==> config.mk <==
export PLATFORM = sky130hd
export DESIGN_NAME = spanish_double_phonetic_encoder
export DESIGN_NICKNAME = d
export VERILOG_FILES = /design/src/rtl/core/sdpe_pkg.sv /design/src/rtl/core/spanish_double_phonetic_encoder.sv /design/src/rtl/core/sdpe_code_acc.sv
export SDC_FILE = /design/constraint.sdc
export NUM_CORES = 1
export LEC_CHECK = 0
export ABC_AREA = 1
export CELL_PAD_IN_SITES_DETAIL_PLACEMENT = 0
export CELL_PAD_IN_SITES_GLOBAL_PLACEMENT = 1
export CORE_ASPECT_RATIO = 1.2
export CORE_MARGIN = 5
export CORE_UTILIZATION = 30
export CTS_CLUSTER_SIZE = 10
export DETAILED_ROUTE_END_ITERATION = 12
export DONT_BUFFER_PORTS = 1
export PLACE_DENSITY = 0.55
export SYNTH_ARGS = -nofsm -noshare
export SYNTH_HDL_FRONTEND = slang
export SYNTH_HIERARCHICAL = 1
export SYNTH_SLANG_ARGS = --single-unit
==> constraint.sdc <==
create_clock -name clk_i -period 5.1 [get_ports clk_i]
set_clock_uncertainty 0.1 [all_clocks]
set_input_delay 0.51 -clock clk_i [delete_from_list [all_inputs] [get_ports clk_i]]
set_output_delay 0.51 -clock clk_i [all_outputs]
set_load 0.05 [all_outputs]
==> src/rtl/core/sdpe_pkg.sv <==
package sdpe_pkg;

  localparam int unsigned SymW       = 8;
  localparam int unsigned MaxSymbols = 6;
  localparam int unsigned CntW       = 3;
  localparam int unsigned CodeW      = SymW * MaxSymbols;

  localparam logic [SymW-1:0] SymNone = 8'h00;
  localparam logic [SymW-1:0] SymP    = "P";
  localparam logic [SymW-1:0] SymT    = "T";
  localparam logic [SymW-1:0] SymK    = "K";
  localparam logic [SymW-1:0] SymM    = "M";
  localparam logic [SymW-1:0] SymR    = "R";
  localparam logic [SymW-1:0] SymS    = "S";
  localparam logic [SymW-1:0] SymX    = "X";
  localparam logic [SymW-1:0] SymJ    = "J";
  localparam logic [SymW-1:0] SymH    = "H";
  localparam logic [SymW-1:0] SymY    = "Y";
  localparam logic [SymW-1:0] SymL    = "L";
  localparam logic [SymW-1:0] SymA    = "A";

  typedef struct packed {
    logic [7:0] char_code;
    logic       word_end;
  } in_word_t;

  typedef struct packed {
    logic [CodeW-1:0] main_code;
    logic [CntW-1:0]  primary_length;
    logic [CodeW-1:0] alt_code;
    logic [CntW-1:0]  secondary_length;
  } out_word_t;

  typedef struct packed {
    logic [SymW-1:0] prim;
    logic [SymW-1:0] sec;
    logic            consumed;
  } letter_code_t;

  // One letter with optional one-character lookahead; zero symbol = nothing.
  function automatic letter_code_t code_letter(input logic [7:0] ch, input logic first,
                                               input logic has_nx, input logic [7:0] nx);
    letter_code_t r;
    logic         front;
    r.prim     = SymNone;
    r.sec      = SymNone;
    r.consumed = 1'b0;
    front      = has_nx && (nx == "e" || nx == "i");
    case (ch)
      "b", "v", "p": begin r.prim = SymP; r.sec = SymP; end
      "d", "t":      begin r.prim = SymT; r.sec = SymT; end
      "k", "q":      begin r.prim = SymK; r.sec = SymK; end
      "m", "n":      begin r.prim = SymM; r.sec = SymM; end
      "r":           begin r.prim = SymR; r.sec = SymR; end
      "s", "x":      begin r.prim = SymS; r.sec = SymX; end
      "c", "z": begin
        if (front) begin
          r.prim = SymS; r.sec = SymS;
        end else if (has_nx && nx == "h") begin
          r.prim = SymX; r.sec = SymX; r.consumed = 1'b1;
        end else begin
          r.prim = SymK; r.sec = SymK;
        end
      end
      "g", "j": begin
        if (front) begin
          r.prim = SymJ; r.sec = SymH;
        end else begin
          r.prim = SymK; r.sec = SymK;
        end
      end
      "l": begin
        if (has_nx && nx == "l") begin
          r.prim = SymY; r.sec = SymL; r.consumed = 1'b1;
        end else begin
          r.prim = SymL; r.sec = SymL;
        end
      end
      "h": begin
        if (first) r.prim = SymH;
      end
      "a", "e", "i", "o", "u": begin
        if (first) begin
          r.prim = SymA; r.sec = SymA;
        end
      end
      default: ;
    endcase
    return r;
  endfunction

endpackage

==> src/rtl/core/spanish_double_phonetic_encoder.sv <==
// Channel  Dir  Handshake                  Word
// in       in   in_valid_i / in_ready_o    in_data_i  (char_code, word_end)
// out      out  out_valid_o / out_ready_i  out_data_o (codes and lengths)
//
// One character per cycle; the result for a word appears in the cycle after
// the word's last character is taken, from a single output register.
// The held lookahead character is coded in the cycle the next one arrives.
// Input stalls only while a result sits in the output register and out_ready_i
// is low. Reset clears the held character and both partial codes.
module spanish_double_phonetic_encoder #(
  parameter int unsigned CODE_LENGTH = 6
) (
  input  logic                clk_i,
  input  logic                rst_ni,
  input  logic                in_valid_i,
  output logic                in_ready_o,
  input  sdpe_pkg::in_word_t  in_data_i,
  output logic                out_valid_o,
  input  logic                out_ready_i,
  output sdpe_pkg::out_word_t out_data_o
);

  localparam int unsigned SymLimit =
    (CODE_LENGTH > sdpe_pkg::MaxSymbols) ? sdpe_pkg::MaxSymbols : CODE_LENGTH;

  logic [7:0] pend_char_q;
  logic       pend_valid_q, pend_first_q, skip_q;
  logic       out_valid_q;
  sdpe_pkg::out_word_t out_data_q;

  logic accept, last, en_a, en_b, skip_n, first_n;
  logic [7:0] c;
  sdpe_pkg::letter_code_t code_a, code_b;
  logic [sdpe_pkg::SymW-1:0]  pa, sa, pb, sb;
  logic [sdpe_pkg::CodeW-1:0] prim_code, sec_code;
  logic [sdpe_pkg::CntW-1:0]  prim_len, sec_len;

  assign in_ready_o = !out_valid_q || out_ready_i;
  assign accept     = in_valid_i && in_ready_o;
  assign c          = in_data_i.char_code;
  assign last       = in_data_i.word_end;

  always_comb begin
    code_a  = sdpe_pkg::code_letter(pend_char_q, pend_first_q, 1'b1, c);
    en_a    = pend_valid_q && !skip_q;
    skip_n  = en_a && code_a.consumed;
    first_n = pend_valid_q ? 1'b0 : pend_first_q;
    // final letter of the word: no lookahead
    code_b  = sdpe_pkg::code_letter(c, first_n, 1'b0, 8'h00);
    en_b    = last && !skip_n;
    pa = en_a ? code_a.prim : sdpe_pkg::SymNone;
    sa = en_a ? code_a.sec  : sdpe_pkg::SymNone;
    pb = en_b ? code_b.prim : sdpe_pkg::SymNone;
    sb = en_b ? code_b.sec  : sdpe_pkg::SymNone;
  end

  sdpe_code_acc #(.Limit(SymLimit)) u_prim (
    .clk_i   (clk_i),
    .rst_ni  (rst_ni),
    .upd_i   (accept),
    .clr_i   (last),
    .sym_a_i (pa),
    .sym_b_i (pb),
    .code_o  (prim_code),
    .len_o   (prim_len)
  );

  sdpe_code_acc #(.Limit(SymLimit)) u_sec (
    .clk_i   (clk_i),
    .rst_ni  (rst_ni),
    .upd_i   (accept),
    .clr_i   (last),
    .sym_a_i (sa),
    .sym_b_i (sb),
    .code_o  (sec_code),
    .len_o   (sec_len)
  );

  always_ff @(posedge clk_i or negedge rst_ni) begin
    if (!rst_ni) begin
      pend_char_q  <= '0;
      pend_valid_q <= 1'b0;
      pend_first_q <= 1'b1;
      skip_q       <= 1'b0;
    end else if (accept) begin
      if (last) begin
        pend_char_q  <= '0;
        pend_valid_q <= 1'b0;
        pend_first_q <= 1'b1;
        skip_q       <= 1'b0;
      end else begin
        pend_char_q  <= c;
        pend_valid_q <= 1'b1;
        pend_first_q <= first_n;
        skip_q       <= skip_n;
      end
    end
  end

  always_ff @(posedge clk_i or negedge rst_ni) begin
    if (!rst_ni) begin
      out_valid_q <= 1'b0;
    end else if (accept && last) begin
      out_valid_q <= 1'b1;
    end else if (out_ready_i) begin
      out_valid_q <= 1'b0;
    end
  end

  always_ff @(posedge clk_i) begin
    if (accept && last) begin
      out_data_q.main_code        <= prim_code;
      out_data_q.primary_length   <= prim_len;
      out_data_q.alt_code         <= sec_code;
      out_data_q.secondary_length <= sec_len;
    end
  end

  assign out_valid_o = out_valid_q;
  assign out_data_o  = out_data_q;

  a_end_gives_word: assert property (@(posedge clk_i) disable iff (!rst_ni)
    accept && last |=> out_valid_o)
    else $error("word end did not produce a result");

  a_end_clears_pend: assert property (@(posedge clk_i) disable iff (!rst_ni)
    accept && last |=> !pend_valid_q && pend_first_q && !skip_q)
    else $error("lookahead state not cleared at word end");

  a_skip_needs_pend: assert property (@(posedge clk_i) disable iff (!rst_ni)
    skip_q |-> pend_valid_q && !pend_first_q)
    else $error("digraph skip without a held character");

  a_len_limit: assert property (@(posedge clk_i) disable iff (!rst_ni)
    out_valid_o |-> out_data_o.primary_length <= sdpe_pkg::CntW'(SymLimit)
                 && out_data_o.secondary_length <= sdpe_pkg::CntW'(SymLimit))
    else $error("code length beyond limit");

endmodule

==> src/rtl/core/sdpe_code_acc.sv <==
// Collects one code's symbols; up to two symbols can land per update.
module sdpe_code_acc #(
  parameter int unsigned Limit = 6
) (
  input  logic                              clk_i,
  input  logic                              rst_ni,
  input  logic                              upd_i,
  input  logic                              clr_i,
  input  logic [sdpe_pkg::SymW-1:0]         sym_a_i,
  input  logic [sdpe_pkg::SymW-1:0]         sym_b_i,
  output logic [sdpe_pkg::CodeW-1:0]        code_o,
  output logic [sdpe_pkg::CntW-1:0]         len_o
);

  localparam logic [sdpe_pkg::CntW-1:0] LimitC = sdpe_pkg::CntW'(Limit);

  logic [sdpe_pkg::SymW-1:0] sym_q [sdpe_pkg::MaxSymbols];
  logic [sdpe_pkg::SymW-1:0] sym_d [sdpe_pkg::MaxSymbols];
  logic [sdpe_pkg::CntW-1:0] cnt_q, cnt_mid, cnt_d;

  always_comb begin
    for (int k = 0; k < sdpe_pkg::MaxSymbols; k++) sym_d[k] = sym_q[k];
    cnt_mid = cnt_q;
    if (sym_a_i != sdpe_pkg::SymNone && cnt_q < LimitC) begin
      for (int k = 0; k < sdpe_pkg::MaxSymbols; k++) begin
        if (sdpe_pkg::CntW'(k) == cnt_q) sym_d[k] = sym_a_i;
      end
      cnt_mid = cnt_q + 1'b1;
    end
    cnt_d = cnt_mid;
    if (sym_b_i != sdpe_pkg::SymNone && cnt_mid < LimitC) begin
      for (int k = 0; k < sdpe_pkg::MaxSymbols; k++) begin
        if (sdpe_pkg::CntW'(k) == cnt_mid) sym_d[k] = sym_b_i;
      end
      cnt_d = cnt_mid + 1'b1;
    end
  end

  always_comb begin
    for (int k = 0; k < sdpe_pkg::MaxSymbols; k++) begin
      code_o[k*sdpe_pkg::SymW +: sdpe_pkg::SymW] = sym_d[k];
    end
    len_o = cnt_d;
  end

  always_ff @(posedge clk_i or negedge rst_ni) begin
    if (!rst_ni) begin
      for (int k = 0; k < sdpe_pkg::MaxSymbols; k++) sym_q[k] <= '0;
      cnt_q <= '0;
    end else if (upd_i) begin
      if (clr_i) begin
        for (int k = 0; k < sdpe_pkg::MaxSymbols; k++) sym_q[k] <= '0;
        cnt_q <= '0;
      end else begin
        for (int k = 0; k < sdpe_pkg::MaxSymbols; k++) sym_q[k] <= sym_d[k];
        cnt_q <= cnt_d;
      end
    end
  end

endmodule
After elaboration in Yosys (flattened, before gate mapping)
Cells that the tools add are included.
{"block": "word_totals", "reg_bits": 216, "word_cells": 197, "out_inout_bits": 104}
{"block": "op_classes", "n_reduce_logical": 37, "magnitude_cmp": 4, "muxes": 63, "eq_ne": 66, "add_sub_neg": 4}
{"operator": "== test 8 x 7 -> 1 bit, second input constant", "count": 46}
{"operator": "2-to-1 mux 48 bit", "count": 6}
{"operator": "2-to-1 mux 8 bit", "count": 29}
{"operator": "case mux 8 bit (11 select lines)", "count": 1}
{"operator": "case mux 8 bit (10 select lines)", "count": 1}
{"operator": "case mux 8 bit (9 select lines)", "count": 1}
{"operator": "case mux 8 bit (8 select lines)", "count": 1}
{"operator": "nonzero test 8 bit", "count": 4}
{"operator": "2-to-1 mux 15 bit", "count": 2}
{"operator": "2-to-1 mux 13 bit", "count": 2}
{"operator": "== test 2 x 3 -> 1 bit, first input constant", "count": 8}
{"operator": "== test 3 bit, first input constant", "count": 8}
{"operator": "2-to-1 mux 3 bit", "count": 6}
{"operator": "OR reduction 2 bit", "count": 9}
{"operator": "2-to-1 mux 16 bit", "count": 1}
{"operator": "2-to-1 mux 7 bit", "count": 2}
{"operator": "adder 3 x 1 -> 3 bit, second input constant", "count": 4}
{"operator": "== test 1 x 3 -> 1 bit, first input constant", "count": 4}
{"operator": "logical NOT 3 bit", "count": 4}
{"operator": "< comparator 3 bit, second input constant", "count": 4}
{"operator": "OR reduction 5 bit", "count": 2}
{"operator": "logical AND 1 bit", "count": 9}
{"operator": "2-to-1 mux 1 bit", "count": 9}
{"operator": "2-to-1 mux 9 bit", "count": 1}
{"operator": "other kinds (6)", "count": 10}

Longest topological paths before layout
{"block": "depth", "ltp_word": 12, "ltp_mapped": 26, "depth_no_buf": 24}

By module
Netlist, hierarchy kept.
{"module": "spanish_double_phonetic_encoder", "area_per_inst_um2": 4454.3, "n_inst": 1, "seq_area_each_um2": 3364.5, "cells_each": 363}
{"module": "sdpe_code_acc (u_prim)", "area_per_inst_um2": 4201.5, "n_inst": 1, "seq_area_each_um2": 1276.2, "cells_each": 660}
{"module": "sdpe_code_acc (u_sec)", "area_per_inst_um2": 4189.0, "n_inst": 1, "seq_area_each_um2": 1276.2, "cells_each": 660}

Least setup slack after synthesis
No wires, ideal clock.
{"block": "synth_path", "kind": "reg-to-reg", "start": "reg out_valid_q (netlist: out_valid_o)", "end": "reg out_data_q, in the netlist out_data_o[0] (enable)", "path_stages_with_launch": 4, "setup_time_ps": 566, "period_less_slack_ps": 6296, "path_slack_ps": -1196, "arrival_time_ps": 5630, "cell_sequence": "dfrtp_1 nand2_1 nand2_1 nor2_1"}
{"block": "synth_via", "elab_chain_cells": 4}
{"element": "start: declaration", "line": "spanish_double_phonetic_encoder.sv:28", "text": "logic out_valid_q;"}
{"element": "start signal: assignment", "line": "spanish_double_phonetic_encoder.sv:102", "text": "out_valid_q <= 1'b0;"}
{"element": "start signal: assignment", "line": "spanish_double_phonetic_encoder.sv:104", "text": "out_valid_q <= 1'b1;"}
{"element": "start signal: assignment", "line": "spanish_double_phonetic_encoder.sv:106", "text": "out_valid_q <= 1'b0;"}
{"element": "logical NOT 1 bit", "line": "spanish_double_phonetic_encoder.sv:38", "text": "assign in_ready_o = !out_valid_q || out_ready_i;"}
{"element": "logical OR 1 bit", "line": "spanish_double_phonetic_encoder.sv:38"}
{"element": "net in_ready_o", "line": "spanish_double_phonetic_encoder.sv:16", "text": "output logic in_ready_o,"}
{"element": "logical AND 1 bit", "line": "spanish_double_phonetic_encoder.sv:39", "text": "assign accept = in_valid_i && in_ready_o;"}
{"element": "logical AND 1 bit", "line": "spanish_double_phonetic_encoder.sv:111", "text": "if (accept && last) begin"}
{"element": "end: declaration", "line": "spanish_double_phonetic_encoder.sv:29", "text": "sdpe_pkg::out_word_t out_data_q;"}
The timed path passes the listed nets, and every way through them passes these cells.
A chain may end at the register's enable or synchronous reset.

Worst setup path after layout
{"block": "layout_path", "start": "reg pend_char_q[4]", "end": "reg out_data_q, in the netlist out_data_o[61], data pin"}
{"block": "layout_via", "elab_chain_cells": 10, "word_cells_on_any_way": 49, "cone_classes": "1 x order compare; 23 x eq/ne; 9 x mux; 16 x reduce/logical"}
{"element": "start: declaration", "line": "spanish_double_phonetic_encoder.sv:26", "text": "logic [7:0] pend_char_q;"}
{"element": "start signal: assignment", "line": "spanish_double_phonetic_encoder.sv:81", "text": "pend_char_q <= '0;"}
{"element": "start signal: assignment", "line": "spanish_double_phonetic_encoder.sv:87", "text": "pend_char_q <= '0;"}
{"element": "start signal: assignment", "line": "spanish_double_phonetic_encoder.sv:92", "text": "pend_char_q <= c;"}
{"element": "== test 8 x 7 -> 1 bit", "line": "sdpe_pkg.sv:49", "text": "case (ch)"}
{"element": "OR reduction 5 bit (tied with other cells)", "line": "sdpe_pkg.sv:49"}
{"element": "case mux 8 bit (11 select lines) *", "line": "sdpe_pkg.sv:49"}
{"element": "2-to-1 mux 8 bit *", "line": "spanish_double_phonetic_encoder.sv:51", "text": "pa = en_a ? code_a.prim : sdpe_pkg::SymNone;"}
{"element": "net pa, one bit", "line": "spanish_double_phonetic_encoder.sv:34", "text": "logic [sdpe_pkg::SymW-1:0] pa, sa, pb, sb;"}
{"element": "nonzero test 8 bit *", "line": "sdpe_code_acc.sv:24", "text": "if (sym_a_i != sdpe_pkg::SymNone && cnt_q < LimitC) begin"}
{"element": "logical AND 1 bit *", "line": "sdpe_code_acc.sv:24"}
{"element": "2-to-1 mux 3 bit", "line": "sdpe_code_acc.sv:24"}
{"element": "< comparator 3 bit / logical NOT 3 bit (equally long branches)", "line": "sdpe_code_acc.sv:31, sdpe_code_acc.sv:33"}
{"element": "logical AND 1 bit / 2-to-1 mux 8 bit (equally long branches)", "line": "sdpe_code_acc.sv:31, sdpe_code_acc.sv:33"}
{"element": "2-to-1 mux 48 bit *", "line": "sdpe_code_acc.sv:31", "text": "if (sym_b_i != sdpe_pkg::SymNone && cnt_mid < LimitC) begin"}
{"element": "net prim_code, one bit", "line": "spanish_double_phonetic_encoder.sv:35", "text": "logic [sdpe_pkg::CodeW-1:0] prim_code, sec_code;"}
The timed path passes the listed nets; every way through them passes the cells marked *.

==> results.md <==
* Status: complete, no violations
* Total track usage at 18.0%
* Synth-to-Final Area Change at 12.3%
* Hold WC Path Type: input port to register
* #FFs+latches synth at 216
* Data arrival, critical path at 4640 ps
* GRT overflow at 0
* Port Buffers at 0
* Ranking of synthesized cells by area: edfxtp_1, dfrtp_1, nand2_1
* Reg power frac at 38.5%
* Pwr/cell area at 591 nW/um^2
* Clock Path Buffers at 3
* Max Cap Violations at 0
* Crit path time final at ~4400 ps
* TritonCTS buffer count at 28
* Setup TNS at 0 ps
* RSZ-0062 raised after global routing: no
* Final hold violations at 0
* First-pass GRT wire length at 66100 um
* Via density at 4.78
* Final Core Density at 33.9%
* Number of global-route vias before repair at between 10000 and 15000
* N_diodes at 0
* Hold path depth at 2
* Setup ws final at between 600 and 700 ps
* Cell Area, Synth at 12800 um^2
* DR DRC count at 0
* Max FO, Critical Path at 22
* Fin crit share at 86.7%
* Dominant cell type by area after synthesis: edfxtp_1
* Std cell rows at 83
* Crit end category: register
* Post-CTS sizing at 0
* Mean Syn Cell Area at 7.63 um^2
* Initial antenna violation count at 0
* P_int at 4670 uW
* IO Pins at ~120
* Clk sinks at 216
* Net count, final at roughly 1700
* Drt first pass iters at 5
* Clock H-tree levels at 1
* Slew headroom at roughly 23%
* DIE AREA at ~47000 um^2
* Starting density of the core at around 30%
* Yosys top cell area share at 23.8%
* Final number of setup-violating endpoints at 0
* Clock root buffer: clkbuf_16
* Leak at 0.00669 uW
* Critical path class: register to register
* Critical Path RT at 5320 ps
* Reg2Reg Depth at 19
* Switching share of total power at 45.3%
* Worst-Margin Slew at between 1000 and 1500 ps
* P_sw at 3860 uW
* Logic pwr share at 39.3%
* Area of the core at 42600 um^2
* Fraction of layout cells with a size suffix above 1 at 11.1%
* Fmax at 226 MHz
* Final Max Slew Viols at 0
* Synthesized instance count at 1683
* Detailed Route Iter0 Violations at 521
* Hpwl dp at 29200 um
* Antenna viol nets, final at 0
* Fin Hold WS at ~42 ps
* GP Congestion at between 0.8 and 0.9
* Startpoint Class: register
* Sequential-to-total area share from yosys stat at a little under half
* Die W at 199 um
* Vias at ~11000
* Final wirelength at 42800 um
* Maximum number of pins on one net before global-route repair at 115
* Distinct cell type count after synthesis at 38
* Die height at 237 um
* TritonCTS clock tree: built
* Yosys warnings at 6
* Clock latency on the worst-skew pair at 570 ps
* DP Worst Slack at 636 ps
* Clock-pin transition on the worst setup and hold timing paths at 60 ps
* Max VDD drop at between 0.2 and 0.3 mV
* Clock Power Share at 22.2%
* Avg WL per Cell at 18.8 um
power groups by stage:
stage	Sequential, uW	Combinational, uW	Clock, uW
after floorplan	3190	2660	0
after global placement	3320	3330	0
after detailed placement	3310	3330	0
after CTS	3290	3390	1980
after global routing	3340	3880	2060
final	3280	3350	1900
synth_stat cells, drive strengths merged:
| cell type | count |
|---|---|
| a31oi | 1 |
| o22ai | 6 |
| a21boi | 4 |
| or2 | 1 |
| a21oi | 46 |
| inv | 142 |
| clkinv | 4 |
| edfxtp | 102 |
| ha | 20 |
| dfstp | 1 |
| and2 | 54 |
| nor2 | 115 |
| nand4 | 39 |
| clkbuf | 25 |
| nor3b | 1 |
| o21ai | 217 |
| a22o | 1 |
| dfrtp | 113 |
| nor3 | 1 |
| nand2 | 654 |
| nand3 | 94 |
| conb | 1 |
| xor2 | 2 |
| buf | 39 |
state kept, by name, indices dropped and copies added (netlist names):
signal,count
out_data_o,102
out_valid_o,1
pend_char_q,8
pend_first_q,1
pend_valid_q,1
skip_q,1
u_prim/cnt_q,3
u_prim/sym_q,48
u_sec/cnt_q,3
u_sec/sym_q,48
kinds of logic after synthesis:
logic type | share of synthesized area [%]
AO/OA/AOI/OAI | 11.9
XOR/XNOR | 0.136
adder cells (fa/ha/maj) | 1.95
buffers and inverters | 6.92
flip-flops | 46.1
other | 0.0292
AND/OR/NAND/NOR | 33.0
final timing paths:
kind	start	endpoint	slack (ps)
setup / recovery	pend_char_q[4]	out_data_o[61]	680
hold / removal	in_data_i[2]	pend_char_q[1]	40
setup reg to reg	pend_char_q[4]	out_data_o[61]	680
hold reg to reg	u_sec/sym_q[27]	u_sec/sym_q[27]	380
max in group asynchronous	rst_ni	u_sec/sym_q[12]	3810
min in group asynchronous	rst_ni	u_sec/sym_q[33]	450
metrics by stage:
stage / power (uW) / instances / cell area [um^2]
after floorplan: 5850 / 1710 / 12900
after global placement: 6640 / 2214 / 13500
after detailed placement: 6640 / 2214 / 13500
after CTS: 8670 / 2271 / 14400
after global routing: 9280 / 2271 / 14400
final: 8530 / 2271 / 14400
cell usage in the layout (no fill, tap or decap), types with 39 or more instances in the layout:
cell	synthesis	final
nand2_1	629	629
inv_1	109	109
nand4_1	39	39
nor2_1	90	87
nand3_1	81	81
dfrtp_1	113	113
a21oi_1	45	45
and2_1	52	52
o21ai_0	158	158
edfxtp_1	102	102
final cells by class:
class / count / area (um^2)
clock buffer: 45 / 836
clock inverter: 5 / 26.3
fill: 4600 / 28200
inverter: 146 / 548
multi-input combinational: 1284 / 6160
sequential: 216 / 5920
tap: 552 / 691
timing repair buffer: 23 / 245
what timing repair did:
action                    CTS  global route
hold buffers                7             0
buffers inserted            0             0
hold endpoints to repair  119             0
metal layers:
layer / routed length (um) / GRT usage, % / up-vias
met5: 0 / 0 / -
met2: 21300 / 31.6 / 235
li1: - / - / 5479
met1: 18400 / 22.4 / 5072
met3: 1840 / 3.46 / 61
met4: 1300 / 5.18 / 0
critical path, stage by stage, from the launching register on:
cell and delay [ps]:
dfrtp_1 410, inv_1 90, nand2_1 60, nor2_2 300, nor3b_1 370, nor2_1 90
a21oi_1 600, inv_1 310, nand2_1 140, nor2_2 60, nand2_4 100, nand3_1 70
nand2_1 70, buf_4 260, ha_1 190, inv_1 60, nor2_4 250, nand2_2 270
o21ai_0 290, inv_1 70
(Power assumes the default switching activity.)
